File: config.mk
export PLATFORM = sky130hd
export DESIGN_NAME = global_alignment_score_top
export DESIGN_NICKNAME = d
export VERILOG_FILES = /design/src/design/gas_pkg.sv /design/src/design/gas_datapath.sv /design/src/design/gas_ctrl.sv /design/src/design/global_alignment_score_top.sv
export SDC_FILE = /design/constraint.sdc
export NUM_CORES = 1
export LEC_CHECK = 0
export BUFFER_PORTS_ARGS = -buffer_cell sky130_fd_sc_hd__buf_2
export CAP_MARGIN = 20
export CORE_ASPECT_RATIO = 1.1
export CORE_MARGIN = 2
export CORE_UTILIZATION = 50
export CTS_CLUSTER_DIAMETER = 200
export DETAILED_ROUTE_END_ITERATION = 10
export HOLD_SLACK_MARGIN = 0.1
export PLACE_DENSITY = 0.7
export SLEW_MARGIN = 20
export SYNTH_ARGS = -nofsm -noshare
export SYNTH_HDL_FRONTEND = slang
export SYNTH_SLANG_ARGS = --single-unit
File: constraint.sdc
create_clock -name i_clk -period 9.6 [get_ports i_clk]
set_input_delay 0 -clock i_clk [delete_from_list [all_inputs] [get_ports i_clk]]
set_output_delay 0 -clock i_clk [all_outputs]
set_load 0.01 [all_outputs]
File: src/design/gas_pkg.sv
// Shared constants and control structures for the global alignment score block.
package gas_pkg;

    localparam int MAX_LEN_DEF    = 64;
    localparam int SCORE_BITS_DEF = 10;

    localparam int SYM_W      = 8;
    localparam int MATCH_W    = 4;
    localparam int MISMATCH_W = 5;
    localparam int OUT_SCORE_W = 10;
    localparam int APB_DATA_W = 32;
    localparam int APB_ADDR_W = 3;

    localparam logic [MATCH_W-1:0]           MATCH_RST    = 4'd3;
    localparam logic signed [MISMATCH_W-1:0] MISMATCH_RST = -5'sd1;

    typedef enum logic {
        REG_MATCH    = 1'b0,
        REG_MISMATCH = 1'b1
    } t_reg_idx;

    typedef enum logic {
        MODE_LOAD = 1'b0,
        MODE_FEED = 1'b1
    } t_mode;

    typedef struct packed {
        logic load;
        logic start;
        logic col_end;
        logic clear;
    } t_cmd;

    typedef struct packed {
        logic done;
        logic overflow;
    } t_status;

endpackage

File: src/design/gas_datapath.sv
// Datapath: sequence and column memories, cell update unit and sequence state.
module gas_datapath
    import gas_pkg::*;
#(
    parameter int MAX_LEN    = MAX_LEN_DEF,
    parameter int SCORE_BITS = SCORE_BITS_DEF
) (
    input  logic                         i_clk,
    input  logic                         i_rst_n,
    input  t_cmd                         i_cmd,
    input  logic [SYM_W-1:0]             i_symbol,
    input  logic                         i_last,
    input  logic [MATCH_W-1:0]           i_match,
    input  logic signed [MISMATCH_W-1:0] i_mismatch,
    output t_status                      o_status,
    output logic [SCORE_BITS-1:0]        o_score
);

    localparam int LEN_W = $clog2(MAX_LEN + 1);
    localparam int IDX_W = $clog2(MAX_LEN);
    localparam int SUM_W = SCORE_BITS + 2;
    localparam logic signed [SUM_W-1:0] SAT = SUM_W'((1 << SCORE_BITS) - 1);

    logic [SYM_W-1:0]      r_seq_mem [MAX_LEN];
    logic [SCORE_BITS-1:0] r_col_mem [MAX_LEN];

    logic [LEN_W-1:0]      r_len;
    logic                  r_ovf;
    logic                  r_loaded;
    logic                  r_fresh;
    logic [SYM_W-1:0]      r_sym;
    logic [LEN_W-1:0]      r_rd;
    logic                  r_issue;
    logic                  r_cmp_v;
    logic                  r_cmp_last;
    logic [IDX_W-1:0]      r_cmp_addr;
    logic [SCORE_BITS-1:0] r_diag;
    logic [SCORE_BITS-1:0] r_left;
    logic                  r_fin;
    logic [SYM_W-1:0]      r_seq_q;
    logic [SCORE_BITS-1:0] r_col_q;

    logic                         seq_we;
    logic [IDX_W-1:0]             seq_waddr;
    logic [IDX_W-1:0]             rd_addr;
    logic [SCORE_BITS-1:0]        above;
    logic signed [SUM_W-1:0]      add_val;
    logic signed [SUM_W-1:0]      diag_sum;
    logic signed [SUM_W-1:0]      best;
    logic [SCORE_BITS-1:0]        n_cell;

    assign rd_addr = IDX_W'(r_rd - LEN_W'(1));

    always_comb begin
        seq_we    = 1'b0;
        seq_waddr = '0;
        if (i_cmd.load) begin
            if (r_loaded) begin
                seq_we    = 1'b1;
                seq_waddr = '0;
            end else if (r_len < LEN_W'(MAX_LEN)) begin
                seq_we    = 1'b1;
                seq_waddr = IDX_W'(r_len);
            end
        end
    end

    always_ff @(posedge i_clk) begin
        if (seq_we) begin
            r_seq_mem[seq_waddr] <= i_symbol;
        end
        r_seq_q <= r_seq_mem[rd_addr];
    end

    always_comb begin
        above    = r_fresh ? '0 : r_col_q;
        add_val  = (r_seq_q == r_sym) ? $signed({{(SUM_W-MATCH_W){1'b0}}, i_match})
                                      : SUM_W'(i_mismatch);
        diag_sum = $signed({2'b00, r_diag}) + add_val;
        best     = $signed({2'b00, above});
        if (diag_sum > best) begin
            best = diag_sum;
        end
        if ($signed({2'b00, r_left}) > best) begin
            best = $signed({2'b00, r_left});
        end
        if (best > SAT) begin
            best = SAT;
        end
        n_cell = best[SCORE_BITS-1:0];
    end

    always_ff @(posedge i_clk) begin
        if (r_cmp_v) begin
            r_col_mem[r_cmp_addr] <= n_cell;
        end
        r_col_q <= r_col_mem[rd_addr];
    end

    always_ff @(posedge i_clk) begin
        if (!i_rst_n) begin
            r_len    <= '0;
            r_ovf    <= 1'b0;
            r_loaded <= 1'b0;
            r_fresh  <= 1'b1;
            r_issue  <= 1'b0;
            r_cmp_v  <= 1'b0;
            r_fin    <= 1'b0;
        end else begin
            if (i_cmd.load) begin
                r_fresh  <= 1'b1;
                r_loaded <= i_last;
                if (r_loaded) begin
                    r_len <= LEN_W'(1);
                    r_ovf <= 1'b0;
                end else if (r_len < LEN_W'(MAX_LEN)) begin
                    r_len <= r_len + LEN_W'(1);
                end else begin
                    r_ovf <= 1'b1;
                end
            end
            if (i_cmd.start) begin
                r_loaded <= 1'b1;
                r_issue  <= (r_len != '0);
            end else if (r_issue && (r_rd == r_len)) begin
                r_issue <= 1'b0;
            end
            if (i_cmd.col_end) begin
                r_fresh <= i_cmd.clear;
            end
            r_cmp_v <= r_issue;
            r_fin   <= (i_cmd.start && (r_len == '0)) || (r_cmp_v && r_cmp_last);
        end
    end

    always_ff @(posedge i_clk) begin
        if (i_cmd.start) begin
            r_sym  <= i_symbol;
            r_rd   <= LEN_W'(1);
            r_left <= '0;
            r_diag <= '0;
        end else begin
            if (r_issue) begin
                r_rd <= r_rd + LEN_W'(1);
            end
            if (r_cmp_v) begin
                r_left <= n_cell;
                r_diag <= above;
            end
        end
        r_cmp_last <= (r_rd == r_len);
        r_cmp_addr <= rd_addr;
    end

    assign o_status.done     = r_fin;
    assign o_status.overflow = r_ovf;
    assign o_score           = r_left;

endmodule

File: src/design/gas_ctrl.sv
// Controller: input and output handshakes, item sequencing and result register.
module gas_ctrl
    import gas_pkg::*;
(
    input  logic                   i_clk,
    input  logic                   i_rst_n,
    input  logic                   i_in_valid,
    output logic                   o_in_ready,
    input  logic                   i_mode,
    input  logic                   i_last,
    output logic                   o_out_valid,
    input  logic                   i_out_ready,
    output t_cmd                   o_cmd,
    input  t_status                i_status,
    input  logic [OUT_SCORE_W-1:0] i_score,
    output logic [OUT_SCORE_W-1:0] o_score,
    output logic                   o_overflow
);

    typedef enum logic [2:0] {
        S_IDLE = 3'b001,
        S_RUN  = 3'b010,
        S_WAIT = 3'b100
    } t_state;

    t_state r_state, n_state;
    logic   r_last;
    logic   r_out_valid, n_out_valid;
    logic   [OUT_SCORE_W-1:0] r_score;
    logic   r_overflow;
    logic   accept;
    logic   capture;
    logic   out_free;

    assign o_in_ready = (r_state == S_IDLE);
    assign accept     = i_in_valid && o_in_ready;
    assign out_free   = !r_out_valid || i_out_ready;

    always_comb begin
        n_state       = r_state;
        capture       = 1'b0;
        o_cmd.load    = accept && (i_mode == MODE_LOAD);
        o_cmd.start   = accept && (i_mode == MODE_FEED);
        o_cmd.col_end = 1'b0;
        o_cmd.clear   = 1'b0;
        case (r_state)
            S_IDLE: begin
                if (o_cmd.start) begin
                    n_state = S_RUN;
                end
            end
            S_RUN: begin
                if (i_status.done) begin
                    o_cmd.col_end = 1'b1;
                    o_cmd.clear   = r_last;
                    if (!r_last) begin
                        n_state = S_IDLE;
                    end else if (out_free) begin
                        capture = 1'b1;
                        n_state = S_IDLE;
                    end else begin
                        n_state = S_WAIT;
                    end
                end
            end
            S_WAIT: begin
                if (out_free) begin
                    capture = 1'b1;
                    n_state = S_IDLE;
                end
            end
            default: begin
                n_state = S_IDLE;
            end
        endcase
        n_out_valid = capture || (r_out_valid && !i_out_ready);
    end

    always_ff @(posedge i_clk) begin
        if (!i_rst_n) begin
            r_state     <= S_IDLE;
            r_out_valid <= 1'b0;
        end else begin
            r_state     <= n_state;
            r_out_valid <= n_out_valid;
        end
    end

    always_ff @(posedge i_clk) begin
        if (o_cmd.start) begin
            r_last <= i_last;
        end
        if (capture) begin
            r_score    <= i_score;
            r_overflow <= i_status.overflow;
        end
    end

    assign o_out_valid = r_out_valid;
    assign o_score     = r_score;
    assign o_overflow  = r_overflow;

endmodule

File: src/design/global_alignment_score_top.sv
// Top level of the global alignment score block with its register port.
//
// Input items arrive on the i_in_valid / o_in_ready channel. Mode 0 loads one
// symbol of the first sequence and leaves the block ready for the next item;
// i_last closes the sequence. Mode 1 feeds one symbol of the second sequence
// and updates one column of the score matrix, one cell per cycle through the
// column memory; the block takes no new item until that column is finished.
// A mode 1 item with i_last set produces one result transfer on the
// o_out_valid / i_out_ready channel, carrying the bottom-right score and the
// truncation flag; the output register is loaded once the last column is
// finished and any earlier result has been transferred.
// The result waits in an output register while the receiver stalls, and new
// items are still taken; only a second result is held back until the first
// has been transferred. The user must see that match and mismatch scores are
// written over the APB port only while the block is idle; the block does not
// enforce it. Synchronous reset empties the first sequence, makes the stored
// score column read as zero and restores the scores to three and minus one.
module global_alignment_score_top
    import gas_pkg::*;
#(
    parameter int MAX_LEN    = MAX_LEN_DEF,
    parameter int SCORE_BITS = SCORE_BITS_DEF
) (
    input  logic                   i_clk,
    input  logic                   i_rst_n,
    input  logic                   psel,
    input  logic                   penable,
    input  logic                   pwrite,
    input  logic [APB_ADDR_W-1:0]  paddr,
    input  logic [APB_DATA_W-1:0]  pwdata,
    output logic [APB_DATA_W-1:0]  prdata,
    output logic                   pready,
    input  logic                   i_in_valid,
    output logic                   o_in_ready,
    input  logic                   i_mode,
    input  logic [SYM_W-1:0]       i_symbol,
    input  logic                   i_last,
    output logic                   o_out_valid,
    input  logic                   i_out_ready,
    output logic [OUT_SCORE_W-1:0] o_score,
    output logic                   o_overflow
);

    logic [MATCH_W-1:0]           r_match;
    logic signed [MISMATCH_W-1:0] r_mismatch;
    logic                         reg_wr;
    t_reg_idx                     reg_idx;
    t_cmd                         cmd;
    t_status                      status;
    logic [SCORE_BITS-1:0]        dp_score;
    logic [OUT_SCORE_W-1:0]       cell_score;

    assign pready  = 1'b1;
    assign reg_wr  = psel && penable && pwrite && pready;
    assign reg_idx = t_reg_idx'(paddr[2]);

    always_ff @(posedge i_clk) begin
        if (!i_rst_n) begin
            r_match    <= MATCH_RST;
            r_mismatch <= MISMATCH_RST;
        end else if (reg_wr) begin
            case (reg_idx)
                REG_MATCH:    r_match    <= pwdata[MATCH_W-1:0];
                REG_MISMATCH: r_mismatch <= $signed(pwdata[MISMATCH_W-1:0]);
                default: begin
                end
            endcase
        end
    end

    always_comb begin
        case (reg_idx)
            REG_MATCH:    prdata = APB_DATA_W'(r_match);
            REG_MISMATCH: prdata = APB_DATA_W'(r_mismatch);
            default:      prdata = '0;
        endcase
    end

    assign cell_score = OUT_SCORE_W'(dp_score);

    gas_ctrl u_ctrl (
        .i_clk       (i_clk),
        .i_rst_n     (i_rst_n),
        .i_in_valid  (i_in_valid),
        .o_in_ready  (o_in_ready),
        .i_mode      (i_mode),
        .i_last      (i_last),
        .o_out_valid (o_out_valid),
        .i_out_ready (i_out_ready),
        .o_cmd       (cmd),
        .i_status    (status),
        .i_score     (cell_score),
        .o_score     (o_score),
        .o_overflow  (o_overflow)
    );

    gas_datapath #(
        .MAX_LEN    (MAX_LEN),
        .SCORE_BITS (SCORE_BITS)
    ) u_datapath (
        .i_clk      (i_clk),
        .i_rst_n    (i_rst_n),
        .i_cmd      (cmd),
        .i_symbol   (i_symbol),
        .i_last     (i_last),
        .i_match    (r_match),
        .i_mismatch (r_mismatch),
        .o_status   (status),
        .o_score    (dp_score)
    );

endmodule
-- Word-level counts from Yosys, hierarchy flattened
Memory sizes are Yosys's and may differ from the RTL's. A register that Yosys moved wholly into a read port is not among the register bits.
Index checks and enable logic that the tools add are counted.
- logic and storage cells: 104
- memories kept: 2
- RAM bits: 1152
- bits in registers: 80
- bits of input ports: 52
- output and inout bits: 46
- magnitude comparators: 4
- muxes and demuxes: 38
- equality and inequality tests: 9
- reduce and logical (&&, ||, !) cells: 25
- add/sub/neg operators: 4
- bitwise operators: 2
- memory list (memory ; words ; width ; rd ports ; clocked after Yosys merged registers in ; write ports ; RTL line ; RTL):
    u_datapath.r_col_mem ; 64 ; 10 ; 1 ; 1 ; 1 ; gas_datapath.sv:25 ; logic [SCORE_BITS-1:0] r_col_mem [MAX_LEN];
    u_datapath.r_seq_mem ; 64 ; 8 ; 1 ; 1 ; 1 ; gas_datapath.sv:24 ; logic [SYM_W-1:0] r_seq_mem [MAX_LEN];
- operators by type and width (kind ; count):
    32-bit case mux with 2 select lines ; 1
    12-bit two-way mux ; 3
    10-bit two-way mux ; 2
    1-bit two-way mux ; 18
    6-bit two-way mux ; 3
    3-bit two-way mux ; 5
    7-bit by 1-bit adder with 7-bit output, second input constant ; 2
    7-bit two-way mux ; 2
    11-bit by 12-bit adder with 12-bit output ; 1
    11-bit by 12-bit > comparator with 1-bit output ; 1
    12-bit by 11-bit > comparator with 1-bit output ; 1
    12-bit by 11-bit > comparator with 1-bit output, second input constant ; 1
    1-bit logical AND ; 9
    3-bit case mux with 3 select lines ; 1
    8-bit == test ; 1
    2-bit by 1-bit != test with 1-bit output, second input constant ; 4
    2-bit AND reduction ; 4
    2-bit nonzero test ; 4
    7-bit == test ; 1
    7-bit zero test ; 1
    7-bit < comparator, second input constant ; 1
    7-bit nonzero test ; 1
    6-bit by 1-bit subtractor with 6-bit output, second input constant ; 1
    2-bit two-way mux ; 2
    8 further kinds ; 12

-- Longest topological paths before layout
- word-level depth: 9
- depth in mapped cells: 29
- gate-level depth less buffers: 27

-- Cells and area by module
From an unflattened synthesis, not the netlist that was laid out.
- cell total of the unflattened synthesis: 2319
- area, all modules: 49417.4 um^2
- by module, submodules not included (module ; sequential area each (um^2) ; area each (um^2) ; instances ; cells each):
    gas_datapath ; 36134.7 ; 48118.6 ; 1 ; 2204
    global_alignment_score_top ; 180.2 ; 668.1 ; 1 ; 73
    gas_ctrl ; 440.4 ; 630.6 ; 1 ; 42

-- Worst setup path after synthesis
OpenSTA, ideal clock, no wires.
- kind: flip-flop to flip-flop
- start point: register u_datapath.r_sym[2]
- end point: memory u_datapath.r_col_mem[0][2] in the netlist's numbering (data pin)
- arrival: 7.646 ns
- clock period less this slack: 8.234 ns
- setup slack: 1.366 ns
- required time: 9.012 ns
- setup time: 0.588 ns
- cell stages (with the launch flop): 28
- buffers on the path: 2
- cells stage by stage: edfxtp_1 xnor2_1 nand4_1 nor2_1 mux2_2 ha_1 fa_1 a21o_1 a21oi_1 o211ai_1 a21boi_1 xnor2_1 ha_1 o21ai_0 o21ai_0 a221oi_2 o22ai_1 o21ai_2 buf_4 mux2i_1 ha_1 a21o_1 a2111oi_0 a221oi_1 nand2_1 clkbuf_1 nor2_1 a31oi_1
- word-level cells in the longest chain between the ends: 9
- RTL lines (element ; RTL line ; RTL):
    start, declared ; gas_datapath.sv:31 ; logic [SYM_W-1:0] r_sym;
    start signal, assigned ; gas_datapath.sv:138 ; r_sym <= i_symbol;
    8-bit == test * ; gas_datapath.sv:77 ; add_val = (r_seq_q == r_sym) ? $signed({{(SUM_W-MATCH_W){1'b0}}, i_match})
    12-bit two-way mux * ; gas_datapath.sv:77 ;
    11-bit by 12-bit adder with 12-bit output * ; gas_datapath.sv:79 ; diag_sum = $signed({2'b00, r_diag}) + add_val;
    12-bit by 11-bit > comparator with 1-bit output ; gas_datapath.sv:81 ; if (diag_sum > best) begin
    12-bit two-way mux * ; gas_datapath.sv:81 ;
    11-bit by 12-bit > comparator with 1-bit output ; gas_datapath.sv:84 ; if ($signed({2'b00, r_left}) > best) begin
    12-bit two-way mux * ; gas_datapath.sv:84 ;
    12-bit by 11-bit > comparator with 1-bit output ; gas_datapath.sv:87 ; if (best > SAT) begin
    10-bit two-way mux * ; gas_datapath.sv:87 ;
    via u_datapath.best[2] ; gas_datapath.sv:49 ; logic signed [SUM_W-1:0] best;
    end, declared ; gas_datapath.sv:25 ;
Mark *: on every way through the listed nets, which the timed path passes. The rest lies on a longest branch.

-- Worst setup path in the final report
- start point: register u_datapath.r_sym[5]
- end point: memory u_datapath.r_col_mem[3][8] in the netlist's numbering (data pin)
The elaborated chain is that of the path after synthesis.

==> flow_summary.toml <==
[status]
status = "complete, no violations"

[route]
drt-initial-drc-count = 2441
vias_per_cell = 6.10
vias = 24000
drtAntennaViolNets = 0
routedWlPerCell_um = 27.2
drt_first_pass_iters = 6
drt_wl_total_um = 107000
drcViolationCount = 0

[pwr]
p_clk_share_pct = 30.2
p_leak_nw = 17.9
internal_power_mw = 10.6
power_frac_seq_pct = 48.8
p_total_mw = 14.7
p_switching_mw = 4.13
p_per_area_mw_per_mm2 = 266
p_sw_share_pct = 28.0
combPwrFrac_pct = 21.0
peakVddDrop_v = 0.000230

[clock_tree]
clkTransAtPathRegs_ps = 60
htreeDepth = 3
cts_buffer_depth = 3
cts-root-buf = "clkbuf_16"
post_cts_resized = 0
insertion_delay_ps = 700
clkSinkCount = 1250
cts_tree = "built"
postCtsSetupBuffers = 0
cts_made_buffers = 117

[logic_synthesis]
synth_ff_type = "edfxtp_1"
ys_seq_area_share_pct = 74.1
synth_edf_count = 1172
yosysWarnings = 0
synth_top_family_by_area = "multiplexers"
synth_compound_area_share_pct = 1.50
synth_top_area_share_pct = 71.0
synth.largest_area_cell = "edfxtp_1"
synthMuxAreaShare_pct = 17.1
async_flop_share_pct = 0
synth_nets = 2502
ys_types = 70
synthSimpleGateAreaFrac_pct = 3.93
synth-adder-area-share_pct = 0.747
synth_xor_area_share_pct = 0.674
ys_seq_elements = 1250
syn_area_mm2 = 0.0496
synth_area_leaders = "edfxtp_1 (71%), mux4_2 (16%), dfxtp_1 (3.1%)"
syn_inst = 2421
synth.avg_cell_area_um2 = 20.5

[cells_and_area]
multi_input_area_mm2 = 0.0121
layout_commonest_cell = "edfxtp_1"
drive_above_1_share_pct = 26.8
layout_common_cells = "edfxtp_1 (1,172), mux4_2 (356), nor2_1 (174)"
seqCellArea_mm2 = 0.0368
area_growth_syn_to_layout_pct = 11.8
finalNetCount = 2636
fin_cells = 3941
final_core_util_pct = 56.2
num-fill-cells = 7167
diodes = 0

[floorplan]
die_w_um = 304
placementRows = 121
dieArea_mm2 = 0.102
die_h_um = 334
coreArea_mm2 = 0.0987
io-pin-count = 98
start_util_pct = 50.2

[global_route]
antenna_found_initial = 0
grt_max_degree = 82
overflow = 0
grt_pass1_wl_um = 160000
grt_pass1_vias = 24400
gr-usage-all-layers_pct = 21.2

[timing]
setup_viol = 0
fin_crit_sh_pct = 90.1
setup_tns_ps = 0
fin_worst_skew_ps = 34.9
hold_viol = 0
tightestPinTransition_ps = 1070
max_freq_mhz = 116
holdWs_ps = 178
fin_crit_ps = 8650
maxSlewHeadroom_pct = 28.2
rsz0062_at_grt = "false"
drv_slew = 0

[placed_design]
place_congestion = 0.852
portBuffers = 67
hpwl_um = 63700
post-place-cells = 3691

[worst_setup_path]
path_common_cell = "ha_1"
cp_data_required_time_ps = 10090
crit_family = "compound AO/OA/AOI/OAI gates"
cpPeakStageDelay_ps = 650
path_buf_inv = 1
crit_type = "reg -> reg"
crit_cells = 26
cp_slowest_cell = "a31oi_4"
path_max_fanout = 23
start_kind = "flop"
reg2reg_depth = 26
endpoint_kind = "flop"
cp.arrival_ps = 9140

[worst_hold_path]
hold_path_class = "in -> reg"
whs_path_depth = 4

[run]
max_cap_viol_count = 0
[layout make-up]
type,instances,area share [%]
clock buffers,146,5.68
clock inverters,68,0.981
inverters,28,0.189
multi-input cells,993,21.8
flip-flops and latches,1250,66.3
well taps,1291,2.91
repair buffers,165,2.14
[metrics by stage]
step / area (um^2) / setup WS [ps]
final: 55500 / 951
after global routing: 55500 / 283
after CTS: 55400 / 1020
after detailed placement: 51400 / 1070
after global placement: 51300 / 1180
after floorplan: 49600 / 1370
[Yosys cell counts, types with 25 or more instances]
cell / number
edfxtp_1: 1172
clkbuf_1: 66
buf_4: 34
mux2i_1: 25
a21oi_1: 27
nor2_1: 185
ha_1: 28
dfxtp_1: 78
mux4_2: 356
nand2_1: 104
and3_1: 26
buf_2: 33
inv_1: 26
[layer usage]
metal	up-vias	global-route usage (%)	part of all wire [%]
met1	12800	29.0	39
met2	947	35.9	51
met3	150	3.35	7.3
met4	0	5.33	2.1
met5	-	0	0
li1	10100	-	-
[cells by family (layout without fill, tap and decap cells)]
| logic type | Yosys count | in the layout |
|---|---|---|
| AND/OR/NAND/NOR | 422 | 422 |
| AO/OA/AOI/OAI | 110 | 110 |
| other | 1 | 1 |
| XOR/XNOR | 36 | 36 |
| adder cells (fa/ha/maj) | 29 | 29 |
| buffers and inverters | 178 | 407 |
| flip-flops | 1250 | 1250 |
| multiplexers | 395 | 395 |
[path summary, 6_finish.rpt]
check	from	end	slack, ps
worst min-delay path	i_out_ready	u_ctrl.r_state[2]	180
worst max-delay path	u_datapath.r_sym[5]	u_datapath.r_col_mem[3][8]	950
worst min register to register	u_datapath.r_ovf	u_ctrl.o_overflow	450
worst max register to register	u_datapath.r_sym[5]	u_datapath.r_col_mem[3][8]	950
[worst register-to-register path: cells and delay by family (launching register included)]
family,cells,cell delay (ps)
adder cells (fa/ha/maj),4,1300
AND/OR/NAND/NOR,4,1410
flip-flops,1,390
AO/OA/AOI/OAI,13,3570
multiplexers,2,910
buffers and inverters,1,390
XOR/XNOR,2,470
[state kept, by name, indices dropped and copies added, names as in the netlist, 6 cells and up]
signal                 count
u_datapath.r_len           7
u_datapath.r_diag         10
u_datapath.r_col_mem     640
u_datapath.o_score        10
u_datapath.r_cmp_addr      6
u_datapath.r_sym           8
u_datapath.r_rd            7
u_datapath.r_seq_mem     512
u_datapath.r_col_q        10
u_ctrl.o_score            10
u_datapath.r_seq_q         8
[power groups by stage]
stage               clock network [mW]  registers [mW]  logic [mW]
floorplan                            0            7.37        1.85
global placement                     0            7.30        2.97
detailed placement                   0            7.31        3.11
CTS                               4.52            7.19        3.12
global route                      4.72            7.20        3.31
finish                            4.44            7.19        3.09
[what timing repair did]
item,in CTS,in global routing
hold buffers,33,3
endpoints found under the hold margin,369,195
endpoints found under the setup margin,0,0
Power figures use the tool's default switching activity.
